<file path="config.mk">
export PLATFORM = sky130hd
export DESIGN_NAME = prap_back
export DESIGN_NICKNAME = d
export VERILOG_FILES = /design/src/sv/point_rotation_about_pivot_defines.svh /design/src/sv/prap_pkg.sv /design/src/sv/prap_back.sv
export SDC_FILE = /design/constraint.sdc
export NUM_CORES = 2
export LEC_CHECK = 0
export ABC_AREA = 1
export BUFFER_PORTS_ARGS = -buffer_cell sky130_fd_sc_hd__buf_2
export CORE_ASPECT_RATIO = 1.5
export CORE_MARGIN = 1
export CORE_UTILIZATION = 25
export CTS_CLUSTER_SIZE = 40
export DETAILED_ROUTE_END_ITERATION = 8
export PLACE_DENSITY = 0.46
export SETUP_SLACK_MARGIN = 0.2
export SYNTH_ARGS = -nofsm -noshare
export SYNTH_HDL_FRONTEND = slang
export SYNTH_SLANG_ARGS = --single-unit
</file>
<file path="constraint.sdc">
create_clock -name clk -period 16.8 [get_ports clk]
set_input_delay 5.04 -clock clk [delete_from_list [all_inputs] [get_ports clk]]
set_output_delay 5.04 -clock clk [all_outputs]
set_load 0.01 [all_outputs]
</file>
<file path="src/sv/point_rotation_about_pivot_defines.svh">
// ---------------------------------------------------------------------------
// point_rotation_about_pivot_defines.svh
// Assertion macros shared by the point rotation block. They expect signals
// named clk and rst_n in the scope where they are used.
// ---------------------------------------------------------------------------
`ifndef POINT_ROTATION_ABOUT_PIVOT_DEFINES_SVH
`define POINT_ROTATION_ABOUT_PIVOT_DEFINES_SVH

// Same-cycle implication, ignored while reset is held.
`define PRAP_ASSERT_IMPL(label, ante, cons, msg) \
  label: assert property (@(posedge clk) disable iff (!rst_n) (ante) |-> (cons)) \
    else $error(msg);

// Condition that must hold in the cycle after reset is sampled low.
`define PRAP_ASSERT_AFTER_RESET(label, cons, msg) \
  label: assert property (@(posedge clk) !rst_n |=> (cons)) else $error(msg);

`endif

</file>
<file path="src/sv/prap_pkg.sv">
// ---------------------------------------------------------------------------
// prap_pkg
// Types, constants and helpers for the point rotation block.
// ---------------------------------------------------------------------------
`default_nettype none

package prap_pkg;

  localparam int COORD_BITS_DEF = 16;
  localparam int FRAC_BITS_DEF  = 16;
  localparam int ANGLE_BITS     = 16;
  localparam int ATAN_LEN       = 30;
  // CORDIC angle accumulator, Q30 radians plus headroom
  localparam int ZW             = 33;

  // Angle reduction, 1/64 degree units
  localparam logic signed [17:0] TURN_S      = 18'sd23040;
  localparam logic signed [17:0] TWO_TURNS_S = 18'sd46080;
  localparam logic [14:0]        QUARTER_U   = 15'd5760;
  localparam logic [14:0]        HALF_U      = 15'd11520;
  localparam logic [14:0]        THREE_Q_U   = 15'd17280;

  // z = round(r * pi * 2^30 / 11520), split as r*PI_DIV + (r*PI_REM + 5760) / 11520.
  // The tail divides by 256 (shift) and then by 45 (reciprocal multiply).
  localparam logic [18:0] PI_DIV      = 19'd292817;
  localparam logic [12:0] PI_REM      = 13'd7586;
  localparam logic [12:0] ROUND_HALF  = 13'd5760;
  localparam logic [18:0] RECIP45     = 19'd372828;
  localparam int          RECIP_SHIFT = 24;

  // Exclusive upper bound on the start angle (pi/2 in Q30)
  localparam logic signed [ZW-1:0] QUARTER_Q30 = 33'sd1686629713;

  localparam logic [31:0] GAIN_Q30 = 32'd652032874;

  localparam logic [31:0] ATAN_Q30 [ATAN_LEN] = '{
    32'd843314857, 32'd497837829, 32'd263043837, 32'd133525159, 32'd67021687,
    32'd33543516,  32'd16775851,  32'd8388437,   32'd4194283,   32'd2097149,
    32'd1048576,   32'd524288,    32'd262144,    32'd131072,    32'd65536,
    32'd32768,     32'd16384,     32'd8192,      32'd4096,      32'd2048,
    32'd1024,      32'd512,       32'd256,       32'd128,       32'd64,
    32'd32,        32'd16,        32'd8,         32'd4,         32'd2
  };

  typedef enum logic [1:0] {
    QUAD_0,
    QUAD_1,
    QUAD_2,
    QUAD_3
  } quad_t;

  typedef enum logic [1:0] {
    REG_PIVOT_X,
    REG_PIVOT_Y,
    REG_ANGLE,
    REG_CLOCKWISE
  } cfg_reg_t;

  // CORDIC gain seed rounded to frac fractional bits
  function automatic logic [31:0] cordic_x0(input int frac);
    logic [63:0] g;
    g = {32'd0, GAIN_Q30};
    if (frac >= 30) begin
      return g[31:0];
    end
    return 32'((g + (64'd1 << (29 - frac))) >> (30 - frac));
  endfunction

endpackage

`default_nettype wire

</file>
<file path="src/sv/prap_back.sv">
// ---------------------------------------------------------------------------
// prap_back
// Output stages: clamp and quadrant map of cos/sin, the four products,
// truncating sums, pivot add and saturation. Last stage is the output register.
// ---------------------------------------------------------------------------
`default_nettype none

module prap_back #(
  parameter int COORD_BITS = prap_pkg::COORD_BITS_DEF,
  parameter int FRAC_BITS  = prap_pkg::FRAC_BITS_DEF
) (
  input  wire                          clk,
  input  wire                          rst_n,
  input  wire                          in_valid,
  output logic                         in_ready,
  input  wire  signed [FRAC_BITS+2:0]  in_x,
  input  wire  signed [FRAC_BITS+2:0]  in_y,
  input  wire  prap_pkg::quad_t        in_quad,
  input  wire  signed [COORD_BITS:0]   in_dx,
  input  wire  signed [COORD_BITS:0]   in_dy,
  input  wire  signed [COORD_BITS-1:0] pivot_x,
  input  wire  signed [COORD_BITS-1:0] pivot_y,
  output logic                         out_valid,
  input  wire                          out_ready,
  output logic signed [COORD_BITS-1:0] out_rotated_x,
  output logic signed [COORD_BITS-1:0] out_rotated_y,
  output logic                         out_saturated
);

  localparam int XW = FRAC_BITS + 3;
  localparam int CW = FRAC_BITS + 2;
  localparam int DW = COORD_BITS + 1;
  localparam int PW = DW + CW;
  localparam int TW = COORD_BITS + 3;
  localparam int NS = 4;

  localparam logic signed [XW-1:0] ONE_X   = $signed({{(XW-1){1'b0}}, 1'b1} << FRAC_BITS);
  localparam logic signed [XW-1:0] M_ONE_X = -ONE_X;
  localparam logic [PW:0]          TRUNC_BIAS = {{(PW+1-FRAC_BITS){1'b0}}, {FRAC_BITS{1'b1}}};
  localparam logic signed [TW:0]   SAT_HI = $signed({{(TW-COORD_BITS+2){1'b0}},
                                                     {(COORD_BITS-1){1'b1}}});
  localparam logic signed [TW:0]   SAT_LO = $signed({{(TW-COORD_BITS+2){1'b1}},
                                                     {(COORD_BITS-1){1'b0}}});

  logic [NS-1:0] v_r;
  logic [NS:0]   adv;

  logic signed [CW-1:0] c_r, s_r;
  logic signed [DW-1:0] dx_r, dy_r;
  logic signed [PW-1:0] p_xc_r, p_ys_r, p_xs_r, p_yc_r;
  logic signed [TW-1:0] tx_r, ty_r;
  logic signed [COORD_BITS-1:0] rx_r, ry_r;
  logic                 sat_r;

  logic signed [XW-1:0] cx, sx;
  logic signed [CW-1:0] cc, ss, c_nxt, s_nxt;
  logic signed [PW:0]   sum_x, sum_y, bx, by;
  logic signed [TW:0]   fx, fy;
  logic                 hit_x, hit_y;
  logic signed [COORD_BITS-1:0] rx_nxt, ry_nxt;

  // clamp to [-1, 1] and map the first-quadrant pair to the real quadrant
  always_comb begin
    if (in_x > ONE_X) begin
      cx = ONE_X;
    end else if (in_x < M_ONE_X) begin
      cx = M_ONE_X;
    end else begin
      cx = in_x;
    end
    if (in_y > ONE_X) begin
      sx = ONE_X;
    end else if (in_y < M_ONE_X) begin
      sx = M_ONE_X;
    end else begin
      sx = in_y;
    end
    cc = cx[CW-1:0];
    ss = sx[CW-1:0];
    case (in_quad)
      prap_pkg::QUAD_0: begin
        c_nxt = cc;
        s_nxt = ss;
      end
      prap_pkg::QUAD_1: begin
        c_nxt = -ss;
        s_nxt = cc;
      end
      prap_pkg::QUAD_2: begin
        c_nxt = -cc;
        s_nxt = -ss;
      end
      default: begin
        c_nxt = ss;
        s_nxt = -cc;
      end
    endcase
  end

  // exact sums, then truncate toward zero
  always_comb begin
    sum_x = $signed({p_xc_r[PW-1], p_xc_r}) - $signed({p_ys_r[PW-1], p_ys_r});
    sum_y = $signed({p_xs_r[PW-1], p_xs_r}) + $signed({p_yc_r[PW-1], p_yc_r});
    bx    = sum_x[PW] ? $signed(sum_x + TRUNC_BIAS) : sum_x;
    by    = sum_y[PW] ? $signed(sum_y + TRUNC_BIAS) : sum_y;
  end

  always_comb begin
    fx = $signed({tx_r[TW-1], tx_r})
       + $signed({{(TW+1-COORD_BITS){pivot_x[COORD_BITS-1]}}, pivot_x});
    fy = $signed({ty_r[TW-1], ty_r})
       + $signed({{(TW+1-COORD_BITS){pivot_y[COORD_BITS-1]}}, pivot_y});
    hit_x = (fx > SAT_HI) || (fx < SAT_LO);
    hit_y = (fy > SAT_HI) || (fy < SAT_LO);
    if (fx > SAT_HI) begin
      rx_nxt = SAT_HI[COORD_BITS-1:0];
    end else if (fx < SAT_LO) begin
      rx_nxt = SAT_LO[COORD_BITS-1:0];
    end else begin
      rx_nxt = fx[COORD_BITS-1:0];
    end
    if (fy > SAT_HI) begin
      ry_nxt = SAT_HI[COORD_BITS-1:0];
    end else if (fy < SAT_LO) begin
      ry_nxt = SAT_LO[COORD_BITS-1:0];
    end else begin
      ry_nxt = fy[COORD_BITS-1:0];
    end
  end

  always_comb begin
    adv[NS] = out_ready;
    for (int k = 0; k < NS; k++) begin
      adv[k] = !v_r[k] || adv[k+1];
    end
  end

  assign in_ready  = adv[0];
  assign out_valid = v_r[NS-1];

  always_ff @(posedge clk) begin
    if (!rst_n) begin
      v_r <= '0;
    end else begin
      if (adv[0]) begin
        v_r[0] <= in_valid;
      end
      for (int k = 1; k < NS; k++) begin
        if (adv[k]) begin
          v_r[k] <= v_r[k-1];
        end
      end
    end
  end

  always_ff @(posedge clk) begin
    if (adv[0]) begin
      c_r  <= c_nxt;
      s_r  <= s_nxt;
      dx_r <= in_dx;
      dy_r <= in_dy;
    end
    if (adv[1]) begin
      p_xc_r <= PW'(dx_r) * PW'(c_r);
      p_ys_r <= PW'(dy_r) * PW'(s_r);
      p_xs_r <= PW'(dx_r) * PW'(s_r);
      p_yc_r <= PW'(dy_r) * PW'(c_r);
    end
    if (adv[2]) begin
      tx_r <= bx[FRAC_BITS+TW-1:FRAC_BITS];
      ty_r <= by[FRAC_BITS+TW-1:FRAC_BITS];
    end
    if (adv[3]) begin
      rx_r  <= rx_nxt;
      ry_r  <= ry_nxt;
      sat_r <= hit_x || hit_y;
    end
  end

  assign out_rotated_x = rx_r;
  assign out_rotated_y = ry_r;
  assign out_saturated = sat_r;

endmodule

`default_nettype wire

</file>
==> flow_summary.json <==
{
  "holdPathStages": 2,
  "floorplan.initialDensity_pct": 25.1,
  "syn2layout_area_growth_pct": 8.72,
  "tightest_slew_ns": 1.01,
  "hpwl_um": 164000,
  "outcome": "finished clean",
  "wirelength_um": 203000,
  "final_cell_mix": "inv_1, nand2_1, fa_1",
  "clock_latency_ns": 0.63,
  "critPathTopFamily": "buffers and inverters",
  "cts_sinks": 285,
  "vias": 51661,
  "cp.arrival_ns": 7.60,
  "synth-edff-count": 281,
  "yosysUniqueCellTypes": 61,
  "htreeDepth": 2,
  "drive_above_1_share_pct": 4.47,
  "final_nets": 10125,
  "antenna_left": 0,
  "yosys.area.top_type": "fa_1",
  "ys_seq_area_share_pct": 12.9,
  "ys_warn_count": 0,
  "path_depth": 9,
  "setup_viol": 0,
  "grt_use_met2_pct": 28.9,
  "num_rows": 231,
  "required_ns": 11.76,
  "drtPass1Iterations": 5,
  "hold_viol": 0,
  "synth_top_cell_area_share_pct": 37.7,
  "cts-root-buf": "clkbuf_16",
  "cts_setup_buffers": 0,
  "cts_made_buffers": 35,
  "min_period_over_period_pct": 75.2,
  "critPathSlowestCell": "inv_2",
  "clockBufferDepth": 3,
  "drt-initial-drc-count": 2745,
  "rsz0062_at_grt": "no",
  "synthArstFlopShare_pct": 0,
  "period_minus_slack_ns": 12.64,
  "grt_pass1_wl_um": 322000,
  "routedWlPerCell_um": 17.2,
  "critical_path_class": "in -> out",
  "remaining_drc_errors": 0,
  "hold_path_class": "reg -> reg",
  "synth-seq-cells": 285,
  "r2r_cells": 22,
  "synth.cell_area_sq_um": 66300,
  "cap_viol_max_count": 0,
  "grt_max_degree": 82,
  "clkTransAtPathRegs_ns": 0.06,
  "postCtsHoldBufs": 0,
  "syn_avg_cell_area_sq_um": 7.94,
  "end_kind": "output port",
  "worst-path-max-fanout": 40,
  "use_met1_pct": 17.7,
  "start_kind": "primary input",
  "grt_antenna_before_repair": 12,
  "fin_setup_tns_ns": 0,
  "die_x_um": 422,
  "ys_top_cells_by_area": "fa_1, inv_1, edfxtp_1",
  "path_buf_inv": 5,
  "postCtsResizedCells": 0,
  "max_stage_delay_ns": 0.69,
  "overflow": 0,
  "fmax_mhz": 79.1,
  "synth_ff_type": "edfxtp_1",
  "slew_headroom_pct": 32.3,
  "via_per_inst": 4.37,
  "pin_count": 145,
  "grt_util_met3_pct": 1.07,
  "top_usage_layer": "met2",
  "synth_nets": 10165,
  "slew_violations": 0,
  "coreArea_sq_um": 264000,
  "netlist_instances": 8349,
  "die_area_sq_um": 267000,
  "worstPathCellList": "buf_2, nor2_1, inv_2, buf_4, nor2_1, inv_2, nor2_1, nand2_4, buf_2",
  "finClkSkew_ns": 0.0509,
  "cpMostUsedCell": "nor2_1",
  "die_y_um": 633,
  "gp_congestion": 0.869,
  "grt_pass1_vias": 56618,
  "grt_usage_pct": 15.5,
  "cts_tree": "yes",
  "layout_commonest_cell": "inv_1",
  "port_buffers": 144
}
==> stage by stage <==
step | utilization (%) | setup slack (ns) | instances | hold WS [ns] | cell area, sq um
6_report | 27.3 | 4.16 | 11835 | 0.462 | 72000
5_1_grt | 27.3 | 3.81 | 11832 | 0.504 | 72000
3_5_place_dp | 26.9 | 3.90 | 11767 | 0.457 | 70800
3_3_place_gp | 26.9 | 3.87 | 11767 | 0.454 | 70800
2_1_floorplan | - | 3.34 | 8349 | 0.434 | 66300
4_1_cts | 27.3 | 3.90 | 11831 | 0.467 | 72000
==> layer usage <==
metal	up-vias	share of wire, %
met4	10	5.7
met2	1015	52
li1	24240	-
met1	26042	40
met3	354	2.8
met5	-	0.033
==> registers in the layout, indices dropped and copies added, names as in the netlist <==
signal,count
p_xs_r,35
p_xc_r,35
tx_r,19
s_r,18
out_rotated_x,16
c_r,18
out_rotated_y,16
p_ys_r,35
v_r,4
dy_r,17
out_saturated,1
ty_r,19
dx_r,17
p_yc_r,35
==> area by class of cell <==
cell class                      count  area, sq um
Fill cell                       28748       192000
Multi-Input combinational cell   5367        47600
Inverter                         2395         8990
Sequential cell                   285         8520
Tap cell                         3495         4370
Timing Repair Buffer              225         1330
Clock buffer                       42          902
Clock inverter                     22          300
Antenna cell                        4         10.0
==> kinds of logic after synthesis <==
family,after synthesis,share of synthesized area [%]
simple gates,2877,17.6
fa+ha+maj,1706,46.4
flops,285,12.9
compound gates,548,4.72
xor+xnor,236,3.13
buf+inv,2697,15.3
==> final timing paths <==
| path | startpoint | endpoint | slack [ns] |
|---|---|---|---|
| worst max-delay path | out_ready | in_ready | 4.16 |
| worst min-delay path | v_r[1]$_SDFFE_PN0P_ | v_r[2]$_SDFFE_PN0P_ | 0.46 |
| worst max register to register | dx_r[3]$_DFFE_PP_ | p_xc_r[34]$_DFFE_PP_ | 9.61 |
| worst min register to register | v_r[1]$_SDFFE_PN0P_ | v_r[2]$_SDFFE_PN0P_ | 0.46 |
==> Yosys cell counts (all sizes together), types with 17 or more instances <==
cell type and n:
xnor2 91, clkbuf 290, a21oi 245, a221oi 17, inv 2392, o21bai 17, ha 458, o21ai 171
edfxtp 281, nand4 71, a31oi 21, nor2 403, nand2 2102, nor3 50, fa 1248, xor2 145
o21a 20, nand3 213
==> tightest hold or removal path, cell delays in order (launching register included) <==
cell and delay (ns):
dfxtp_1 0.30, inv_1 0.06, a21oi_1 0.06
Power is left out: the tool's default activity adds up to more than one toggle a clock period on the data nets, which glitch-free logic cannot reach.
