==> src/sv/point_rotation_about_pivot_defines.svh <==
// ---------------------------------------------------------------------------
// point_rotation_about_pivot_defines.svh
// Assertion macros shared by the point rotation block. They expect signals
// named clk and rst_n in the scope where they are used.
// ---------------------------------------------------------------------------
`ifndef POINT_ROTATION_ABOUT_PIVOT_DEFINES_SVH
`define POINT_ROTATION_ABOUT_PIVOT_DEFINES_SVH

// Same-cycle implication, ignored while reset is held.
`define PRAP_ASSERT_IMPL(label, ante, cons, msg) \
  label: assert property (@(posedge clk) disable iff (!rst_n) (ante) |-> (cons)) \
    else $error(msg);

// Condition that must hold in the cycle after reset is sampled low.
`define PRAP_ASSERT_AFTER_RESET(label, cons, msg) \
  label: assert property (@(posedge clk) !rst_n |=> (cons)) else $error(msg);

`endif

==> src/sv/prap_pkg.sv <==
// ---------------------------------------------------------------------------
// prap_pkg
// Types, constants and helpers for the point rotation block.
// ---------------------------------------------------------------------------
`default_nettype none

package prap_pkg;

  localparam int COORD_BITS_DEF = 16;
  localparam int FRAC_BITS_DEF  = 16;
  localparam int ANGLE_BITS     = 16;
  localparam int ATAN_LEN       = 30;
  // CORDIC angle accumulator, Q30 radians plus headroom
  localparam int ZW             = 33;

  // Angle reduction, 1/64 degree units
  localparam logic signed [17:0] TURN_S      = 18'sd23040;
  localparam logic signed [17:0] TWO_TURNS_S = 18'sd46080;
  localparam logic [14:0]        QUARTER_U   = 15'd5760;
  localparam logic [14:0]        HALF_U      = 15'd11520;
  localparam logic [14:0]        THREE_Q_U   = 15'd17280;

  // z = round(r * pi * 2^30 / 11520), split as r*PI_DIV + (r*PI_REM + 5760) / 11520.
  // The tail divides by 256 (shift) and then by 45 (reciprocal multiply).
  localparam logic [18:0] PI_DIV      = 19'd292817;
  localparam logic [12:0] PI_REM      = 13'd7586;
  localparam logic [12:0] ROUND_HALF  = 13'd5760;
  localparam logic [18:0] RECIP45     = 19'd372828;
  localparam int          RECIP_SHIFT = 24;

  // Exclusive upper bound on the start angle (pi/2 in Q30)
  localparam logic signed [ZW-1:0] QUARTER_Q30 = 33'sd1686629713;

  localparam logic [31:0] GAIN_Q30 = 32'd652032874;

  localparam logic [31:0] ATAN_Q30 [ATAN_LEN] = '{
    32'd843314857, 32'd497837829, 32'd263043837, 32'd133525159, 32'd67021687,
    32'd33543516,  32'd16775851,  32'd8388437,   32'd4194283,   32'd2097149,
    32'd1048576,   32'd524288,    32'd262144,    32'd131072,    32'd65536,
    32'd32768,     32'd16384,     32'd8192,      32'd4096,      32'd2048,
    32'd1024,      32'd512,       32'd256,       32'd128,       32'd64,
    32'd32,        32'd16,        32'd8,         32'd4,         32'd2
  };

  typedef enum logic [1:0] {
    QUAD_0,
    QUAD_1,
    QUAD_2,
    QUAD_3
  } quad_t;

  typedef enum logic [1:0] {
    REG_PIVOT_X,
    REG_PIVOT_Y,
    REG_ANGLE,
    REG_CLOCKWISE
  } cfg_reg_t;

  // CORDIC gain seed rounded to frac fractional bits
  function automatic logic [31:0] cordic_x0(input int frac);
    logic [63:0] g;
    g = {32'd0, GAIN_Q30};
    if (frac >= 30) begin
      return g[31:0];
    end
    return 32'((g + (64'd1 << (29 - frac))) >> (30 - frac));
  endfunction

endpackage

`default_nettype wire

==> src/sv/prap_front.sv <==
// ---------------------------------------------------------------------------
// prap_front
// Input stages: pivot translation, angle reduction to quadrant and residue,
// and conversion of the residue to a Q30 start angle. Four register stages.
// ---------------------------------------------------------------------------
`default_nettype none

module prap_front #(
  parameter int COORD_BITS = prap_pkg::COORD_BITS_DEF
) (
  input  wire                                     clk,
  input  wire                                     rst_n,
  input  wire                                     in_valid,
  output logic                                    in_ready,
  input  wire  signed [COORD_BITS-1:0]            in_point_x,
  input  wire  signed [COORD_BITS-1:0]            in_point_y,
  input  wire  signed [COORD_BITS-1:0]            pivot_x,
  input  wire  signed [COORD_BITS-1:0]            pivot_y,
  input  wire  signed [prap_pkg::ANGLE_BITS-1:0]  angle_units,
  input  wire                                     clockwise,
  output logic                                    out_valid,
  input  wire                                     out_ready,
  output logic signed [prap_pkg::ZW-1:0]          out_z,
  output prap_pkg::quad_t                         out_quad,
  output logic signed [COORD_BITS:0]              out_dx,
  output logic signed [COORD_BITS:0]              out_dy
);

  localparam int DW = COORD_BITS + 1;
  localparam int NS = 4;

  logic [NS-1:0] v_r;
  logic [NS:0]   adv;

  logic signed [DW-1:0] dx_r [NS];
  logic signed [DW-1:0] dy_r [NS];
  prap_pkg::quad_t      quad_r [NS];

  logic [12:0]                  res_r;
  logic [30:0]                  t1_r;
  logic [30:0]                  t1b_r;
  logic [25:0]                  tail_r;
  logic [12:0]                  quot_r;
  logic signed [prap_pkg::ZW-1:0] z_r;

  // angle reduction
  logic signed [17:0] a_s;
  logic signed [17:0] a_red;
  logic [14:0]        a_mod;
  prap_pkg::quad_t    quad_nxt;
  logic [14:0]        res_full;
  logic [36:0]        recip_prod;

  always_comb begin
    a_s = $signed({{2{angle_units[prap_pkg::ANGLE_BITS-1]}}, angle_units});
    if (clockwise) begin
      a_s = -a_s;
    end
    if (a_s < -prap_pkg::TURN_S) begin
      a_red = a_s + prap_pkg::TWO_TURNS_S;
    end else if (a_s < 18'sd0) begin
      a_red = a_s + prap_pkg::TURN_S;
    end else if (a_s >= prap_pkg::TURN_S) begin
      a_red = a_s - prap_pkg::TURN_S;
    end else begin
      a_red = a_s;
    end
    a_mod = a_red[14:0];
    if (a_mod >= prap_pkg::THREE_Q_U) begin
      quad_nxt = prap_pkg::QUAD_3;
      res_full = a_mod - prap_pkg::THREE_Q_U;
    end else if (a_mod >= prap_pkg::HALF_U) begin
      quad_nxt = prap_pkg::QUAD_2;
      res_full = a_mod - prap_pkg::HALF_U;
    end else if (a_mod >= prap_pkg::QUARTER_U) begin
      quad_nxt = prap_pkg::QUAD_1;
      res_full = a_mod - prap_pkg::QUARTER_U;
    end else begin
      quad_nxt = prap_pkg::QUAD_0;
      res_full = a_mod;
    end
  end

  assign recip_prod = 37'(tail_r[25:8]) * 37'(prap_pkg::RECIP45);

  // a stage moves when it is empty or the next one moves
  always_comb begin
    adv[NS] = out_ready;
    for (int k = 0; k < NS; k++) begin
      adv[k] = !v_r[k] || adv[k+1];
    end
  end

  assign in_ready  = adv[0];
  assign out_valid = v_r[NS-1];

  always_ff @(posedge clk) begin
    if (!rst_n) begin
      v_r <= '0;
    end else begin
      if (adv[0]) begin
        v_r[0] <= in_valid;
      end
      for (int k = 1; k < NS; k++) begin
        if (adv[k]) begin
          v_r[k] <= v_r[k-1];
        end
      end
    end
  end

  always_ff @(posedge clk) begin
    if (adv[0]) begin
      dx_r[0]   <= $signed({in_point_x[COORD_BITS-1], in_point_x})
                 - $signed({pivot_x[COORD_BITS-1], pivot_x});
      dy_r[0]   <= $signed({in_point_y[COORD_BITS-1], in_point_y})
                 - $signed({pivot_y[COORD_BITS-1], pivot_y});
      quad_r[0] <= quad_nxt;
      res_r     <= res_full[12:0];
    end
    if (adv[1]) begin
      dx_r[1]   <= dx_r[0];
      dy_r[1]   <= dy_r[0];
      quad_r[1] <= quad_r[0];
      t1_r      <= 31'(res_r) * 31'(prap_pkg::PI_DIV);
      tail_r    <= 26'(res_r) * 26'(prap_pkg::PI_REM) + 26'(prap_pkg::ROUND_HALF);
    end
    if (adv[2]) begin
      dx_r[2]   <= dx_r[1];
      dy_r[2]   <= dy_r[1];
      quad_r[2] <= quad_r[1];
      t1b_r     <= t1_r;
      quot_r    <= recip_prod[prap_pkg::RECIP_SHIFT+12:prap_pkg::RECIP_SHIFT];
    end
    if (adv[3]) begin
      dx_r[3]   <= dx_r[2];
      dy_r[3]   <= dy_r[2];
      quad_r[3] <= quad_r[2];
      z_r       <= $signed({2'b00, t1b_r} + {20'd0, quot_r});
    end
  end

  assign out_z    = z_r;
  assign out_quad = quad_r[NS-1];
  assign out_dx   = dx_r[NS-1];
  assign out_dy   = dy_r[NS-1];

endmodule

`default_nettype wire

==> config.mk <==
export PLATFORM = sky130hd
export DESIGN_NAME = prap_front
export DESIGN_NICKNAME = d
export VERILOG_FILES = /design/src/sv/point_rotation_about_pivot_defines.svh /design/src/sv/prap_pkg.sv /design/src/sv/prap_front.sv
export SDC_FILE = /design/constraint.sdc
export NUM_CORES = 1
export LEC_CHECK = 0
export BUFFER_PORTS_ARGS = -buffer_cell sky130_fd_sc_hd__clkbuf_2
export CAP_MARGIN = 20
export CORE_ASPECT_RATIO = 0.5
export CORE_UTILIZATION = 60
export CTS_BUF_LIST = sky130_fd_sc_hd__clkbuf_8
export DETAILED_ROUTE_END_ITERATION = 8
export PLACE_DENSITY = 0.82
export REMOVE_ABC_BUFFERS = 1
export SLEW_MARGIN = 5
export SYNTH_ARGS = -nofsm -noshare
export SYNTH_HDL_FRONTEND = slang
export SYNTH_SLANG_ARGS = --single-unit
==> constraint.sdc <==
create_clock -name clk -period 17.68 [get_ports clk]
set_input_delay 1.768 -clock clk [delete_from_list [all_inputs] [get_ports clk]]
set_output_delay 1.768 -clock clk [all_outputs]
set_load 0.005 [all_outputs]
==> flow_results.org, run 1 <==
** Layout
- Diodes inserted :: 0
- Fraction of final layout cells sized beyond drive strength 1 :: a little under an eighth
- Area growth from synthesis to final layout :: 9.13%
- At the end of the flow, the number of nets in the layout was around 2800.

** Placed design
- Detailed placer's ending HPWL :: roughly 37 mm
- Global placer's final weighted congestion :: between 0.9 and 1
- Number of buffers added on ports :: around 150

** GRT
- The initial antenna violation count is 0.
- Via count of the first global-routing pass :: about 15000
- First-pass GRT wire length :: around 75 mm
- For this run the aggregate overflow at the end of global routing stands at 0.
- Global-route met2 utilization :: 42.1%
- GR met1 Demand/Resource :: around 30%
- Entering global routing, the biggest net connects 86 pins.
- The global routing stage identified its most utilized layer as met2.
- Global-route track usage on met3 :: 4.48%
- Total GRT Usage :: around a quarter

** CTS
- The clock net in this run drives a total of about 290 sinks.
- Post-CTS Setup Bufs :: 0
- The cell sitting at the root of the clock tree is a clkbuf_8.
- Post-CTS repair changed the size of 0 cells.
- Total of hold buffers inserted after clock tree synthesis :: 0
- Counting the buffers created by CTS gives 41.
- TritonCTS built the clock tree.
- CTS max path bufs :: 3
- CTS built an H-tree with a depth of 2.
- After clock tree synthesis, the clock-pin slew on the worst setup and hold paths is 0.06 ns.
- Clk Latency, worst-skew pair :: ~0.58 ns

** Logic synthesis
- By instance count, the leading cell after synthesis is inv_1.
- After synthesis, the share of flip-flops with an asynchronous set or reset is 0%.
- Sorting the synthesized cells by how often they occur yields inv_1 (398), ha_1 (350), edfxtp_1 (282).
- For this run, the leading register cell type out of synthesis is edfxtp_1.
- Synth cell types :: 80
- Mean Syn Cell Area :: between 10 and 15 µm²
- Part of the Yosys area used for sequential elements :: between 30% and 40%
- The synthesized design contains 286 register bits.
- Yosys printed 0 warnings.
- Count of mapped cells out of synthesis :: 1999
- Summed over all instances, the cell type with the most area after synthesis is edfxtp_1.
- Top cells by area, synth :: edfxtp_1 (36%), ha_1 (19%), fa_1 (18%)
- Counting flops with a built-in enable in the synthesized netlist gives roughly 280.
- Cell Area, Synth :: around 24000 µm²
- In this run the biggest area consumer among cell types represents 35.9% of the synthesized area.

** Setup path
- CP startpoint kind :: register
- Type of destination of the critical path :: register
- Reg-to-reg slack, setup :: about 11 ns
- Setup crit start :: tail_r[13]
- The worst register-to-register path begins at tail_r[13].
- Of all nets on the critical path, the largest fanout is 5.
- WP data required :: 18.01 ns
- For the worst setup path, the data arrival time is about 7 ns.
- Type of the worst setup path :: reg2reg

** Flow run
- Across the run, the number of max-cap violations was 0.

** Timing
- Timing would allow up to 0.150 GHz.
- At the pin with the least slew margin, the transition time is around 0.9 ns.
- Final clock skew :: between 0.03 and 0.04 ns
- Total count of hold-check failures in the final report :: 0
- The count of pins over their slew limit is 0.
- In the finished design, the share of the clock period the worst path needs comes to between 30% and 40%.
- Total of endpoints with negative setup slack in the final report :: 0
- Setup repair after global routing left no endpoint under its margin.
- Tightest slew margin relative to the limit :: ~39%
- Adding up every negative setup slack in the final design gives 0 ns.
- Worst Hold Slack :: 0.409 ns
- Minimum clock period after layout :: 6.66 ns

** Detailed routing
- Via-per-instance ratio :: 5.38
- For this run, design rule violations remaining after detail routing come to 0.
- The first routing iteration left between 700 and 800 violations.
- Antenna Nets Post-Route :: 0
- The first detailed-routing pass ran for 5 iterations.
- Dividing the detail-routed wire length by the instance count gives 16.6 µm.
- Detailed-route wire length :: between 40 and 50 mm
- Vias :: ~15000

** Floorplan
- After floorplanning, the core was divided into 50 placement rows.
- Die ar. :: ~40000 µm²
- The core region is approximately 38000 µm².
- For this configuration, the core starts out at a cell density of 61.9%.
- Y dimension of the die :: ~140 µm
- In this run the horizontal extent of the chip is 282 µm.
- around 160 I/O pins were placed.

** Outcome
- The run finished with clean final reports.

** Min path
- In this run the worst hold path is classified as reg2reg.
- Startpoint of the lowest-slack hold path :: t1_r[25]
[flip-flops by register name (all words and copies together) (netlist names)]
name	count
dx_r	68
dy_r	68
out_z	32
t1_r	31
t1b_r	31
tail_r	18
quot_r	13
res_r	13
quad_r	8
v_r	4
[metal layers]
metal  wire length [µm]  part of all wire (%)
met1              19300                    43
met2              23100                    51
met3               2210                   4.9
met4                821                   1.8
met5                  0                     0
[final timing paths]
path | to | cells after the start
setup / recovery | quot_r[12] | 21
hold / removal | t1b_r[25] | 0
setup reg to reg | quot_r[12] | 21
hold reg to reg | t1b_r[25] | 0
[final cells by class]
cell class | instances | area, µm²
clock buffer | 41 | 564
timing repair buffer | 159 | 833
fill | 2854 | 12300
clock inverter | 33 | 203
sequential | 286 | 8550
multi-input combinational | 1297 | 13400
inverter | 399 | 1500
tap | 520 | 651
[critical path: stages, from the launching register on]
cell	delay, ns
edfxtp_1	0.52
ha_1	0.37
inv_1	0.11
fa_1	0.52
inv_1	0.06
fa_1	0.52
fa_1	0.52
fa_1	0.51
fa_1	0.50
ha_1	0.31
and4_1	0.21
nand4_1	0.12
or2_2	0.29
nand4_1	0.07
a21oi_1	0.08
o31ai_1	0.50
a41oi_1	0.27
a211oi_1	0.41
o31a_1	0.24
o21a_1	0.14
nor2_1	0.05
xnor2_1	0.12
[cell usage in the layout, fill, tap and decap left out, types with 41 or more instances in the layout]
cell        n
xnor2_1    92
clkbuf_2  154
inv_1     404
fa_1      217
clkbuf_8   41
nand2_1    67
nor2_1     83
o21ai_0    59
ha_1      350
a21oi_1    71
edfxtp_1  282
[stage by stage]
step | instance area (µm²) | worst slack [ns] | instances | utilization, %
3_5_place_dp | 24900 | 10.90 | 2659 | 65.5
4_1_cts | 25700 | 11.03 | 2733 | 67.5
2_1_floorplan | 23400 | 11.59 | 1982 | -
3_3_place_gp | 24900 | 11.14 | 2659 | 65.5
5_1_grt | 25700 | 10.65 | 2735 | 67.6
6_report | 25700 | 11.02 | 2735 | 67.6
[kinds of logic after synthesis]
logic type      after synthesis  share of synthesized area (%)
compound gates              259                           7.45
xor+xnor                    131                           4.93
fa+ha+maj                   567                           37.0
buf+inv                     416                           6.84
flops                       286                           36.3
mux                           6                          0.255
other cells                   1                         0.0159
simple gates                333                           7.19
Power of run 1 is left out: the tool's default activity adds up to more than one toggle a clock period on the data nets, which glitch-free logic cannot reach.
==> run 2, diff against run 1 <==
==> constraint.sdc (replaced) <==
create_clock -name clk -period 6.7 [get_ports clk]
set_input_delay 0.67 -clock clk [delete_from_list [all_inputs] [get_ports clk]]
set_output_delay 0.67 -clock clk [all_outputs]
set_load 0.005 [all_outputs]
==> flow_results.org, run 2 (synthesis gave the netlist of run 1 again) <==
** Floorplan
- The boundary pin count is 156 (unchanged).
- Number of core rows :: 50 (unchanged)
- The effective utilization at floorplan was 61.9% (unchanged).
- Floorplan Core Area :: 38000 µm² (unchanged)
- Die ar. :: 40100 µm² (unchanged)
- The die span in x came to 282 µm (unchanged).
- The height of the die is 142 µm (unchanged).

** Timing
- RSZ-0062 raised after global routing :: true (was false)
- Peak Freq :: 0.155 GHz (was 0.150 GHz)
- Number of max-slew violations in the final report :: 0 (unchanged)
- Period Utilization, post-route :: 96.4% (was 37.7%)
- The minimum period implied by the final worst setup slack is 6.46 ns (was 6.66 ns).
- The worst-margin pin slew came to 0.926 ns (was 0.896 ns).
- The minimum hold slack came to 0.337 ns (was 0.409 ns).
- The final count of hold timing violations was 0 (unchanged).
- The largest clock skew in the final design is 0.0385 ns (was 0.0391 ns).
- The remaining max-slew budget at the tightest pin is 37.4% (was 39.5%).
- Total of endpoints with negative setup slack in the final report :: 0 (unchanged)

** GRT
- The via count of the first global-routing pass was 15600 (was 15400).
- Global-route met2 utilization :: 42.9% (was 42.1%)
- Routing layer with the top usage in global route :: met2 (unchanged)
- Sum of overflow across all layers after global routing :: 0 (unchanged)
- Largest net degree at the start of global routing :: 81 (was 86)
- The met3 track demand over resource was 3.86% (was 4.48%).
- The first-pass GRT wire length came to 75.4 mm (was 74.7 mm).
- Total GRT Usage :: 24.0% (was 23.7%)
- GR met1 Demand/Resource :: 30.7% (was 29.9%)
- The initial antenna violation count came to 0 (unchanged).

** CTS
- The clock tree from TritonCTS was yes (unchanged).
- TritonCTS Sinks :: 286 (unchanged)
- Total of hold buffers inserted after clock tree synthesis :: 0 (unchanged)
- The CTS buffer count came to 42 (was 41).
- The number of buffers on the longest clock path was 3 (unchanged).
- The clock input transition at the sequential cells of the worst setup and hold paths is 0.07 ns (was 0.06 ns).
- Deepest level of the CTS H-tree :: 2 (unchanged)
- The clock root buffer was clkbuf_8 (unchanged).
- The clock latency on the worst-skew pair is 0.58 ns (about the same).

** Setup path
- Type of the worst setup path :: reg2reg (unchanged)
- Arrival time reported for the critical path endpoint :: 6.76 ns (was 6.99 ns)
- CP startpoint kind :: register (unchanged)
- The type of element capturing the critical path is a register (unchanged).
- WP data required :: 7.01 ns (was 18.01 ns)
- Worst-path fanout max :: 5 (unchanged)

** Layout
- The share of cells above drive strength 1 was 13.0% (was 11.5%).
- Storage cell area :: 8550 µm² (unchanged)
- Most common cell after layout, fill and taps aside :: inv_1 (unchanged)
- The footprint of the multi-input gates is 13400 µm² (about the same).
- Most frequent cells in the layout :: inv_1 (405), ha_1 (350), edfxtp_1 (282) (was inv_1 (404), ha_1 (350), edfxtp_1 (282))
- The number of nets in the layout is 2864 (was 2836).
- Area growth from synthesis to final layout :: 10.4% (was 9.13%)
- The number of inserted filler cells in the final layout came to 2779 (was 2854).
- The antenna diode count is 0 (unchanged).

** Detailed routing
- The detail-routed net length per standard cell is 16.8 µm (was 16.6 µm).
- Number of detailed-routing iterations run before antenna repair :: 4 (was 5)
- The total detailed-routing wirelength is 46.5 mm (was 45.5 mm).
- The remaining antenna violation count is 0 (unchanged).
- Vias :: 14900 (was 14700)
- The starting DRC count in detailed routing came to 797 (was 721).
- Post-detailed-route DRC marker count :: 0 (unchanged)
- The average vias per placed instance was 5.39 (was 5.38).

** Placed design
- The final RePlAce weighted congestion is 0.935 (was 0.932).
- Detailed placer's ending HPWL :: 38.0 mm (was 36.6 mm)
- Number of buffers added on ports :: 154 (unchanged)

** Outcome
- Outcome: finished clean (unchanged).

** Min path
- Kind of path behind the tightest hold check :: in2reg (was reg2reg)

** Flow run
- Max-cap violations :: 0 (unchanged)
run 2: critical path: stages (launching register included):
cell and delay (ns):
edfxtp_1 0.49, ha_1 0.40, inv_1 0.08, fa_1 0.51
fa_1 0.54, inv_1 0.05, fa_1 0.50, fa_1 0.52
fa_1 0.50, ha_1 0.30, and4_1 0.21, nand4_1 0.12
or2_2 0.29, nand4_1 0.09, a21oi_2 0.07, o31ai_2 0.34
buf_4 0.19, a41oi_2 0.18, a211oi_2 0.29, o31a_1 0.22
o21a_1 0.15, nor2_1 0.05, xnor2_1 0.11
run 2: area by class of cell:
cell class | instances | share of cell area, %
Timing Repair Buffer | 186 | 3.94
Tap cell | 520 | 2.50
Sequential cell | 286 | 32.9
Clock inverter | 32 | 1.02
Clock buffer | 42 | 2.22
Multi-Input combinational cell | 1297 | 51.7
Inverter | 399 | 5.76
run 2: worst paths after layout:
check	start	endpoint	slack [ns]	depth (start not counted)
setup / recovery	tail_r[11]	quot_r[12]	0.24	22
hold / removal	angle_units[0]	res_r[0]	0.34	1
setup reg to reg	tail_r[11]	quot_r[12]	0.24	22
hold reg to reg	t1_r[8]	t1b_r[8]	0.40	0
run 2: timing repair:
action                     in CTS  in global routing
resized for setup               1                  7
setup endpoints to repair       1                  6
setup buffers                   0                  3
pin swaps                       0                  0
run 2: routing by layer:
layer,up-vias,wire (µm)
met5,-,0
met4,0,733
met3,56,2090
met2,293,23600
met1,7315,20200
li1,7213,-
run 2: through the flow:
| step | utilization [%] | setup WS (ns) | instance area, µm² | instances | TNS [ns] |
|---|---|---|---|---|---|
| 2_1_floorplan | - | 0.615 | 23400 | 1982 | 0 |
| 3_3_place_gp | 66.0 | 0.190 | 25100 | 2684 | 0 |
| 3_5_place_dp | 66.0 | 0.0252 | 25100 | 2684 | 0 |
| 4_1_cts | 68.2 | 0.0100 | 25900 | 2758 | 0 |
| 5_1_grt | 68.4 | -0.0503 | 26000 | 2762 | -0.0503 |
| 6_report | 68.4 | 0.243 | 26000 | 2762 | 0 |
Power of run 2 is left out for the same reason.
